### src/lkvc_pkg.sv
// Shared constants, request codes and control structs for the LRU key-value cache.
`default_nettype none

package lkvc_pkg;

    localparam int ENTRIES   = 16;
    localparam int DATA_W    = 32;
    localparam int CAP_W     = 5;
    localparam int IDX_W     = (ENTRIES > 1) ? $clog2(ENTRIES) : 1;
    localparam int RANK_W    = IDX_W;
    localparam int CNT_W     = $clog2(ENTRIES + 1);
    localparam int CMP_W     = (CNT_W > CAP_W) ? CNT_W : CAP_W;
    localparam logic [CAP_W-1:0] CAP_RESET = CAP_W'(16);

    localparam logic CMD_GET = 1'b0;
    localparam logic CMD_PUT = 1'b1;

    typedef struct packed {
        logic capture;
        logic commit;
    } lkvc_ctl_t;

    typedef struct packed {
        logic out_full;
    } lkvc_status_t;

endpackage

`default_nettype wire

### src/lkvc_ctrl.sv
// Controller state machine that sequences capture and commit of each request.
`default_nettype none

module lkvc_ctrl
    import lkvc_pkg::*;
(
    input  wire logic         clk,
    input  wire logic         rst_n,
    input  wire logic         in_valid,
    output logic              in_stall,
    input  wire logic         out_stall,
    input  wire lkvc_status_t status,
    output lkvc_ctl_t         ctl
);

    typedef enum logic [0:0] {
        ST_IDLE,
        ST_EXEC
    } state_t;

    state_t state_reg;
    logic   in_stall_reg;
    logic   commit_ok;

    assign commit_ok   = !status.out_full || !out_stall;
    assign in_stall    = in_stall_reg;
    assign ctl.capture = in_valid && !in_stall_reg;
    assign ctl.commit  = (state_reg == ST_EXEC) && commit_ok;

    always_ff @(posedge clk or negedge rst_n)
    begin
        if (!rst_n)
        begin
            state_reg    <= ST_IDLE;
            in_stall_reg <= 1'b0;
        end
        else
        begin
            case (state_reg)
                ST_IDLE:
                begin
                    if (in_valid)
                    begin
                        state_reg    <= ST_EXEC;
                        in_stall_reg <= 1'b1;
                    end
                end
                ST_EXEC:
                begin
                    if (commit_ok)
                    begin
                        state_reg    <= ST_IDLE;
                        in_stall_reg <= 1'b0;
                    end
                end
                default:
                begin
                    state_reg    <= ST_IDLE;
                    in_stall_reg <= 1'b0;
                end
            endcase
        end
    end

endmodule

`default_nettype wire

### src/lkvc_dp.sv
// Datapath: entry storage, key match, victim and free slot search, recency update.
`default_nettype none

module lkvc_dp
    import lkvc_pkg::*;
(
    input  wire logic                     clk,
    input  wire logic                     rst_n,
    input  wire logic                     cfg_write,
    input  wire logic [CAP_W-1:0]         cfg_data,
    input  wire logic                     cmd,
    input  wire logic signed [DATA_W-1:0] key,
    input  wire logic signed [DATA_W-1:0] value,
    input  wire lkvc_ctl_t                ctl,
    output lkvc_status_t                  status,
    input  wire logic                     out_stall,
    output logic                          out_valid,
    output logic                          hit,
    output logic signed [DATA_W-1:0]      read_value,
    output logic                          evicted,
    output logic signed [DATA_W-1:0]      evicted_key
);

    logic [DATA_W-1:0] key_reg [ENTRIES];
    logic [DATA_W-1:0] val_reg [ENTRIES];
    logic [ENTRIES-1:0] valid_reg;
    logic [RANK_W-1:0] rank_reg [ENTRIES];
    logic [CNT_W-1:0]  fill_reg;
    logic [CAP_W-1:0]  cap_reg;

    logic              req_cmd_reg;
    logic [DATA_W-1:0] req_key_reg;
    logic [DATA_W-1:0] req_value_reg;
    logic              req_hit_reg;
    logic              req_evict_reg;
    logic [IDX_W-1:0]  req_slot_reg;

    logic              out_valid_reg;
    logic              hit_reg;
    logic [DATA_W-1:0] read_value_reg;
    logic              evicted_reg;
    logic [DATA_W-1:0] evicted_key_reg;

    logic              hit_next;
    logic              evict_next;
    logic [IDX_W-1:0]  slot_next;
    logic [IDX_W-1:0]  match_idx;
    logic [IDX_W-1:0]  lru_idx;
    logic [IDX_W-1:0]  free_idx;
    logic              lru_found;
    logic              free_found;
    logic [CMP_W-1:0]  eff_cap;
    logic              full;
    logic [RANK_W-1:0] hit_rank;

    assign status.out_full = out_valid_reg;
    assign out_valid       = out_valid_reg;
    assign hit             = hit_reg;
    assign read_value      = read_value_reg;
    assign evicted         = evicted_reg;
    assign evicted_key     = evicted_key_reg;

    // Lookup on the incoming key; the stored state is stable while a request is open.
    always_comb
    begin
        hit_next   = 1'b0;
        match_idx  = '0;
        lru_found  = 1'b0;
        lru_idx    = '0;
        free_found = 1'b0;
        free_idx   = '0;
        for (int i = 0; i < ENTRIES; i++)
        begin
            if (!hit_next && valid_reg[i] && (key_reg[i] == key))
            begin
                hit_next  = 1'b1;
                match_idx = IDX_W'(i);
            end
            if (!lru_found && valid_reg[i] && (CNT_W'(rank_reg[i]) + CNT_W'(1) == fill_reg))
            begin
                lru_found = 1'b1;
                lru_idx   = IDX_W'(i);
            end
            if (!free_found && !valid_reg[i])
            begin
                free_found = 1'b1;
                free_idx   = IDX_W'(i);
            end
        end
        if (cap_reg == '0)
        begin
            eff_cap = CMP_W'(1);
        end
        else if (CMP_W'(cap_reg) > CMP_W'(ENTRIES))
        begin
            eff_cap = CMP_W'(ENTRIES);
        end
        else
        begin
            eff_cap = CMP_W'(cap_reg);
        end
        full       = (CMP_W'(fill_reg) >= eff_cap) && lru_found;
        evict_next = (cmd == CMD_PUT) && !hit_next && full;
        if (hit_next)
        begin
            slot_next = match_idx;
        end
        else if (evict_next)
        begin
            slot_next = lru_idx;
        end
        else
        begin
            slot_next = free_idx;
        end
    end

    assign hit_rank = rank_reg[req_slot_reg];

    always_ff @(posedge clk or negedge rst_n)
    begin
        if (!rst_n)
        begin
            cap_reg <= CAP_RESET;
        end
        else if (cfg_write)
        begin
            cap_reg <= cfg_data;
        end
    end

    always_ff @(posedge clk)
    begin
        if (ctl.capture)
        begin
            req_cmd_reg   <= cmd;
            req_key_reg   <= key;
            req_value_reg <= value;
            req_hit_reg   <= hit_next;
            req_evict_reg <= evict_next;
            req_slot_reg  <= slot_next;
        end
    end

    always_ff @(posedge clk)
    begin
        if (ctl.commit && (req_cmd_reg == CMD_PUT))
        begin
            val_reg[req_slot_reg] <= req_value_reg;
            if (!req_hit_reg)
            begin
                key_reg[req_slot_reg] <= req_key_reg;
            end
        end
    end

    always_ff @(posedge clk or negedge rst_n)
    begin
        if (!rst_n)
        begin
            valid_reg <= '0;
            fill_reg  <= '0;
            for (int i = 0; i < ENTRIES; i++)
            begin
                rank_reg[i] <= '0;
            end
        end
        else if (ctl.commit)
        begin
            if (req_hit_reg)
            begin
                for (int i = 0; i < ENTRIES; i++)
                begin
                    if (IDX_W'(i) == req_slot_reg)
                    begin
                        rank_reg[i] <= '0;
                    end
                    else if (valid_reg[i] && (rank_reg[i] < hit_rank))
                    begin
                        rank_reg[i] <= rank_reg[i] + RANK_W'(1);
                    end
                end
            end
            else if (req_cmd_reg == CMD_PUT)
            begin
                for (int i = 0; i < ENTRIES; i++)
                begin
                    if (IDX_W'(i) == req_slot_reg)
                    begin
                        rank_reg[i] <= '0;
                    end
                    else if (valid_reg[i])
                    begin
                        rank_reg[i] <= rank_reg[i] + RANK_W'(1);
                    end
                end
                valid_reg[req_slot_reg] <= 1'b1;
                if (!req_evict_reg)
                begin
                    fill_reg <= fill_reg + CNT_W'(1);
                end
            end
        end
    end

    always_ff @(posedge clk or negedge rst_n)
    begin
        if (!rst_n)
        begin
            out_valid_reg <= 1'b0;
        end
        else if (ctl.commit)
        begin
            out_valid_reg <= 1'b1;
        end
        else if (!out_stall)
        begin
            out_valid_reg <= 1'b0;
        end
    end

    always_ff @(posedge clk)
    begin
        if (ctl.commit)
        begin
            hit_reg     <= req_hit_reg;
            evicted_reg <= req_evict_reg;
            if (req_hit_reg && (req_cmd_reg == CMD_GET))
            begin
                read_value_reg <= val_reg[req_slot_reg];
            end
            else
            begin
                read_value_reg <= '0;
            end
            if (req_evict_reg)
            begin
                evicted_key_reg <= key_reg[req_slot_reg];
            end
            else
            begin
                evicted_key_reg <= '0;
            end
        end
    end

endmodule

`default_nettype wire

### src/lru_key_value_cache.sv
// Top level of the fully associative key-value cache with LRU replacement.
//
// Requests arrive on in_valid/in_stall with cmd (get or put), key and value.
// Each accepted item yields exactly one result on out_valid/out_stall with
// hit, read_value, evicted and evicted_key, in request order.
// A get hit returns the stored value and makes the entry most recent; a put
// updates an existing key or inserts a new one, evicting the least recent
// entry when the configured capacity is reached.
// An item is accepted while its key is compared against all entries and the
// victim or free slot is chosen, then committed in the execute state with the
// recency update. The compare and the recency update are the two steps.
// One item is in flight at a time; the next can be accepted while a finished
// result waits in the output register.
// If the receiver stalls, the result holds and the commit of the next item
// waits, so in_stall stays high until the output register frees.
// Reset empties the cache and sets the capacity to 16. The capacity register
// is written through cfg_write and cfg_data; the user must write it only while
// the block is idle, since the block itself does not enforce this.
`default_nettype none

module lru_key_value_cache
    import lkvc_pkg::*;
(
    input  wire logic                     clk,
    input  wire logic                     rst_n,
    input  wire logic                     cfg_write,
    input  wire logic [CAP_W-1:0]         cfg_data,
    input  wire logic                     in_valid,
    output logic                          in_stall,
    input  wire logic                     cmd,
    input  wire logic signed [DATA_W-1:0] key,
    input  wire logic signed [DATA_W-1:0] value,
    output logic                          out_valid,
    input  wire logic                     out_stall,
    output logic                          hit,
    output logic signed [DATA_W-1:0]      read_value,
    output logic                          evicted,
    output logic signed [DATA_W-1:0]      evicted_key
);

    lkvc_ctl_t    ctl;
    lkvc_status_t status;

    lkvc_ctrl u_ctrl (
        .clk       (clk),
        .rst_n     (rst_n),
        .in_valid  (in_valid),
        .in_stall  (in_stall),
        .out_stall (out_stall),
        .status    (status),
        .ctl       (ctl)
    );

    lkvc_dp u_dp (
        .clk         (clk),
        .rst_n       (rst_n),
        .cfg_write   (cfg_write),
        .cfg_data    (cfg_data),
        .cmd         (cmd),
        .key         (key),
        .value       (value),
        .ctl         (ctl),
        .status      (status),
        .out_stall   (out_stall),
        .out_valid   (out_valid),
        .hit         (hit),
        .read_value  (read_value),
        .evicted     (evicted),
        .evicted_key (evicted_key)
    );

endmodule

`default_nettype wire

### config.mk
export PLATFORM = sky130hd
export DESIGN_NAME = lru_key_value_cache
export DESIGN_NICKNAME = d
export VERILOG_FILES = /design/src/lkvc_pkg.sv /design/src/lkvc_ctrl.sv /design/src/lkvc_dp.sv /design/src/lru_key_value_cache.sv
export SDC_FILE = /design/constraint.sdc
export NUM_CORES = 2
export LEC_CHECK = 0
export ABC_AREA = 1
export BUFFER_PORTS_ARGS = -buffer_cell sky130_fd_sc_hd__buf_4
export CELL_PAD_IN_SITES_DETAIL_PLACEMENT = 1
export CELL_PAD_IN_SITES_GLOBAL_PLACEMENT = 1
export CORE_MARGIN = 3
export CORE_UTILIZATION = 40
export DETAILED_ROUTE_END_ITERATION = 7
export HOLD_SLACK_MARGIN = 0.03
export PLACE_DENSITY_LB_ADDON = 0.3
export SLEW_MARGIN = 20
export SYNTH_ARGS = -nofsm -noshare
export SYNTH_HDL_FRONTEND = slang
export SYNTH_HIERARCHICAL = 1
export SYNTH_SLANG_ARGS = --single-unit
export TNS_END_PERCENT = 100
### constraint.sdc
create_clock -name clk -period 7.6 [get_ports clk]
set_input_delay 0.38 -clock clk [delete_from_list [all_inputs] [get_ports clk]]
set_output_delay 0.38 -clock clk [all_outputs]
set_load 0.05 [all_outputs]
# Yosys cells after proc, flatten, opt, wreduce, memory -nomap -nowiden
# Memories as Yosys holds them, arrays and structs flattened. A register that Yosys moved wholly into a read port is not among the register bits.
# Cells that the tools add are included.
word_totals:
  reg_bits: 166
  mem_count: 2
  latch_bits: 0
  rom_bits: 0
  in_bits: 75
  ram_bits: 1024
classes:
  n_lt_le_gt_ge: 21
  reduce_logical: 205
  n_div: 0
  shift: 0
  add_sub_neg: 33
  bitwise: 6
  eq_ne: 66
  n_mux: 180
  mul: 0
mem_list:
  columns: ["name", "depth", "width", "read_ports", "rd_clocked_by_memory_dff", "write_ports", "line_no", "rtl"]
  rows:
  - ["u_dp.key_reg", 16, 32, 17, 1, 1, "lkvc_dp.sv:24", "logic [DATA_W-1:0] key_reg [ENTRIES];"]
  - ["u_dp.val_reg", 16, 32, 1, 1, 1, "lkvc_dp.sv:25", "logic [DATA_W-1:0] val_reg [ENTRIES];"]
op_table:
  columns: ["cell", "count"]
  rows:
  - ["$eq A32 B32 Y1", 16]
  - ["$mux W4", 110]
  - ["$mux W64", 2]
  - ["$logic_and A1 B1 Y1", 101]
  - ["$add A4 B1 Y5 const B", 16]
  - ["$eq A5 B5 Y1", 16]
  - ["$reduce_and A4 Y1", 17]
  - ["$logic_not A1 Y1", 65]
  - ["$add A4 B1 Y4 const B", 16]
  - ["$lt A4 B4 Y1", 16]
  - ["$mux W1", 62]
  - ["$ne A3 B3 Y1 const B", 16]
  - ["$reduce_bool A3 Y1", 16]
  - ["$eq A4 B4 Y1 const A", 8]
  - ["$bmux W4 S4", 1]
  - ["$eq A3 B4 Y1 const A", 4]
  - ["$or A16 B16 Y16", 1]
  - ["$mux W5", 2]
  - ["$eq A2 B4 Y1 const A", 2]
  - ["$add A5 B1 Y5 const B", 1]
  - ["$ge A5 B5 Y1", 1]
  - ["$ge A5 B5 Y1 const B", 1]
  - ["$gt A5 B5 Y1 const B", 1]
  - ["$logic_not A5 Y1", 1]
  - ["14 further kinds", 19]

# Depth between registers and ports, before layout
# An unclocked memory read counts as a cell.
logic_depth:
  word_depth: 69
  depth_mapped: 21

# Hierarchy
# The synthesis kept the hierarchy.
modules_own_cells:
  columns: ["mod", "seq_area_each_um2", "area_each_um2", "n_inst", "cells_each"]
  rows:
  - ["lkvc_dp", 37141.9, 57093.5, 1, 4887]
  - ["lkvc_ctrl", 50.0, 98.8, 1, 14]

# Worst setup path after synthesis
# OpenSTA, ideal clock, no wires.
synth_path:
  path_kind: "reg-to-reg"
  startpoint: "register u_dp.out_valid_reg (netlist: u_dp/out_valid)"
  endpoint: "memory u_dp.key_reg[10][0], enable pin"
  path_slack_ns: 2.610
  arrival_ns: 4.569
  t_required_ns: 7.179
  n_path_buf: 2
  synth_period_minus_slack_ns: 4.990
  setup_ns: 0.421
  path_stages_with_launch: 10
  cell_sequence: "dfrtp_1 buf_4 nand2_1 nand2_1 inv_1 nand2_1 nor2_1 inv_1 clkbuf_1 nor2_1"
synth_rtl:
  columns: ["item", "line_no", "rtl"]
  rows:
  - ["start: declaration", "lkvc_dp.sv:38", "logic out_valid_reg;"]
  - ["start signal: assignment", "lkvc_dp.sv:210", "out_valid_reg <= 1'b0;"]
  - ["start signal: assignment", "lkvc_dp.sv:214", "out_valid_reg <= 1'b1;"]
  - ["start signal: assignment", "lkvc_dp.sv:218", "out_valid_reg <= 1'b0;"]
  - ["end: declaration", "lkvc_dp.sv:24", null]

# Final worst setup path
layout_path:
  startpoint: "register u_dp.req_slot_reg[0]"
  endpoint: "register u_dp/rank_reg[37] in the netlist's numbering"
layout_between:
  elab_chain_len: 8
layout_rtl:
  columns: ["item", "line_no", "rtl"]
  rows:
  - ["start: declaration", "lkvc_dp.sv:36", "logic [IDX_W-1:0] req_slot_reg;"]
  - ["start signal: assignment", "lkvc_dp.sv:141", "req_slot_reg <= slot_next;"]
  - ["$not A4 Y5 (implied by the code)", "lkvc_dp.sv:118", "assign hit_rank = rank_reg[req_slot_reg];"]
  - ["$bmux W4 S4", "lkvc_dp.sv:118", null]
  - ["$mux W4 (implied by the code) (2 in series)", "lkvc_dp.sv:118", null]
  - ["$lt A4 B4 Y1", "lkvc_dp.sv:178", "else if (valid_reg[i] && (rank_reg[i] < hit_rank))"]
  - ["$logic_and A1 B1 Y1", "lkvc_dp.sv:178", null]
  - ["$ne A3 B3 Y1 (no source line)", null, null]
  - ["$reduce_and A4 Y1 (no source line)", null, null]
  - ["end signal: indexed assignment", "lkvc_dp.sv:180", "rank_reg[i] <= rank_reg[i] + RANK_W'(1);"]
  - ["end signal: indexed assignment", "lkvc_dp.sv:194", "rank_reg[i] <= rank_reg[i] + RANK_W'(1);"]
  - ["end: declaration", "lkvc_dp.sv:27", "logic [RANK_W-1:0] rank_reg [ENTRIES];"]
# Parallel ways exist; a longest one is shown, timed or not. The select of a mux whose other input is x is not followed.
# A chain may end at the register's enable or synchronous reset.

==> results.py <==
metrics = {
    "outcome": {
        "outcome": "completed",
    },
    "final_layout": {
        "fin_util_pct": 46.4,
        "nNetsFinal": 5209,
        "fill_cells": 14800,
        "layout_commonest_cell": "edfxtp_1",
        "mostFrequentLayoutCells": "1,161 x edfxtp_1, 665 x nand2_1, 491 x nand3_1",
        "register_area_um2": 37200,
        "multiInputGateArea_um2": 17700,
        "drive_above_1_share_pct": 10.8,
        "synthToLayoutAreaGrowth_pct": 15.0,
        "finalNonFillerCells": 7073,
    },
    "sta": {
        "fmax_mhz": 217,
        "finalSetupTns_ns": 0,
        "rsz0062_at_grt": "no",
        "finalSetupViolations": 0,
        "hold_violations": 0,
        "tightest_slew_ns": 1.22,
        "period_needed_ns": 4.61,
        "drv_slew": 0,
        "relSlewSlack_pct": 18.6,
        "clock_skew_ns": 0.0366,
        "post-route-period-util_pct": 60.6,
    },
    "drt": {
        "drt_iter0_drc": 6472,
        "wirelength_mm": 235,
        "ant_nets": 0,
        "dr.pass1.iters": 8,
        "wl_per_cell_um": 33.2,
        "drc": 0,
        "via_per_inst": 6.46,
        "vias": 45700,
    },
    "clock_network": {
        "postCtsSetupBuffers": 0,
        "clockBufferDepth": 3,
        "cts_buffers": 143,
        "numClockSinks": 1254,
        "insertion_delay_ns": 0.79,
        "cts_tree": "yes",
        "clk_pin_slew_ns": 0.06,
        "cts-root-buf": "clkbuf_16",
        "cts_max_level": 4,
    },
    "yosys": {
        "ys_types": 58,
        "synth_compound_area_share_pct": 12.9,
        "ys_ff_latch": 1254,
        "yosysTopAreaCell": "edfxtp_1",
        "synthSimpleGateAreaFrac_pct": 12.7,
        "synth-edff-count": 1161,
        "syn_avg_cell_area_um2": 11.7,
        "netlist.area_leader.share_pct": 61.0,
        "syn_area_um2": 57200,
        "synth_mux_area_share_pct": 0,
        "syn_inst": 4901,
        "syn_nets": 5046,
        "ys_seq_area_share_pct": 65.0,
        "synth.area.top_cells": "edfxtp_1 61%, nand2_1 4.4%, nand3_1 4.3%",
        "synth_top_family_by_area": "compound AO/OA/AOI/OAI gates",
        "synthFlopType": "edfxtp_1",
        "ys_warn_count": 6,
        "async_flop_share_pct": 7.42,
        "synthXorXnorAreaFrac_pct": 3.32,
        "synth_fa_ha_area_share_pct": 1.53,
    },
    "placement": {
        "dp.cells": 6718,
        "dp_hpwl_mm": 149,
        "io_buffers": 142,
        "gp_congestion": 0.983,
    },
    "pwr": {
        "power_density_nw_per_um2": 304,
        "power_leakage_nw": 22.7,
        "finalPower_mw": 20.0,
        "ir_worst_vdd_mv": 0.235,
    },
    "global_routing": {
        "grt_start_max_net_pins": 170,
        "grt_pass1_wl_mm": 329,
        "grt_overflow": 0,
        "antenna_found_initial": 12,
        "grt_pass1_vias": 45000,
        "grtUsageTotal_pct": 31.0,
    },
    "die": {
        "start_util_pct": 40.3,
        "dieArea_um2": 148000,
        "rows": 138,
        "dieWidth_um": 384,
        "die_height_um": 384,
        "ios": 143,
        "core_area_um2": 142000,
    },
    "min_path": {
        "hold_depth": 1,
        "min_path_type": "in -> reg",
    },
    "critical_path": {
        "r2r_cells": 16,
        "crit_required_ns": 8.23,
        "cp_data_arrival_time_ns": 5.24,
        "cp-end-kind": "flop",
        "start_kind": "flop",
        "cp_max_fo": 110,
        "path_class": "reg -> reg",
    },
    "flow_run": {
        "maxCapViolCount": 0,
    },
}
path summary, 6_finish.rpt:
kind,start,slack (ns),end
max,u_dp/req_slot_reg[0],2.99,u_dp/rank_reg[37]
min,key[24],0.11,u_dp/req_key_reg[24]
max reg2reg,u_dp/req_slot_reg[0],2.99,u_dp/rank_reg[37]
min reg2reg,u_dp/req_evict_reg,0.45,u_dp/evicted
max in group asynchronous,rst_n,6.25,u_dp/rank_reg[63]
min in group asynchronous,rst_n,0.17,u_dp/cap_reg[0]
Yosys cell counts (46+ instances only):
master	instances
a21oi_1	53
a22oi_1	252
a31oi_1	143
buf_2	55
clkbuf_1	196
dfrtp_1	92
edfxtp_1	1161
ha_1	70
inv_1	328
nand2_1	669
nand3_1	491
nand4_1	53
nor2_1	247
nor4_1	46
o211ai_1	56
o21ai_0	165
o21ai_1	49
o221ai_1	65
o22ai_1	204
xnor2_1	95
xor2_1	122
per-stage QoR:
step	instance area, µm²	setup WS (ns)	hold WS, ns
floorplan	57200	2.61	0.0844
global placement	60300	3.03	0.432
detailed placement	60300	2.94	0.438
CTS	65500	2.92	0.0390
global route	65700	2.70	0.0687
finish	65800	2.99	0.113
worst max-delay path, stage by stage (launching register included):
cell,delay [ns]
edfxtp_1,0.50
buf_12,0.44
nor2_4,0.24
buf_4,0.34
inv_2,0.43
o22ai_1,0.16
nor2_1,0.14
nor2_1,0.07
nor4_2,0.77
buf_4,0.36
ha_1,0.26
nand3_1,0.08
nand2_1,0.06
a21oi_1,0.14
o21ai_1,0.18
nand2_1,0.14
o21ai_0,0.10
metal layers:
layer  GRT usage [%]  vias to the layer above  share of wire (%)
met5               0                        -              0.026
met4            15.6                       10                5.5
met3            7.67                      682                 12
met2            45.8                     3130                 43
met1            42.6                    23200                 40
li1                -                    18700                  -
timing repair:
action | in CTS | in global routing
hold buffers | 80 | 0
endpoints found under the setup margin | 0 | 0
resized for setup | 0 | 0
hold endpoints to repair | 115 | 0
cell families (layout without fill, tap and decap cells):
| family | after synthesis | after routing |
|---|---|---|
| adder cells (fa/ha/maj) | 70 | 70 |
| buffers and inverters | 647 | 927 |
| other | 0 | 2 |
| flip-flops | 1254 | 1254 |
| XOR/XNOR | 217 | 217 |
| AO/OA/AOI/OAI | 1095 | 1095 |
| AND/OR/NAND/NOR | 1618 | 1618 |
report_power, final:
| part | internal, mW | switching (mW) | leakage [nW] |
|---|---|---|---|
| sequential | 8.04 | 0.652 | 11.6 |
| clock | 3.75 | 2.92 | 2.16 |
| combinational | 1.40 | 3.25 | 8.85 |
| total | 13.2 | 6.82 | 22.7 |
cell type report:
type,instances,area share (%)
Multi-Input combinational cell,3000,26.9
Inverter,360,2.07
Clock inverter,85,1.04
Tap cell,1890,3.60
Sequential cell,1254,56.6
Timing Repair Buffer,305,4.08
Antenna cell,2,0.00761
Clock buffer,177,5.73
No activity file was read; power rests on OpenSTA's default activity.
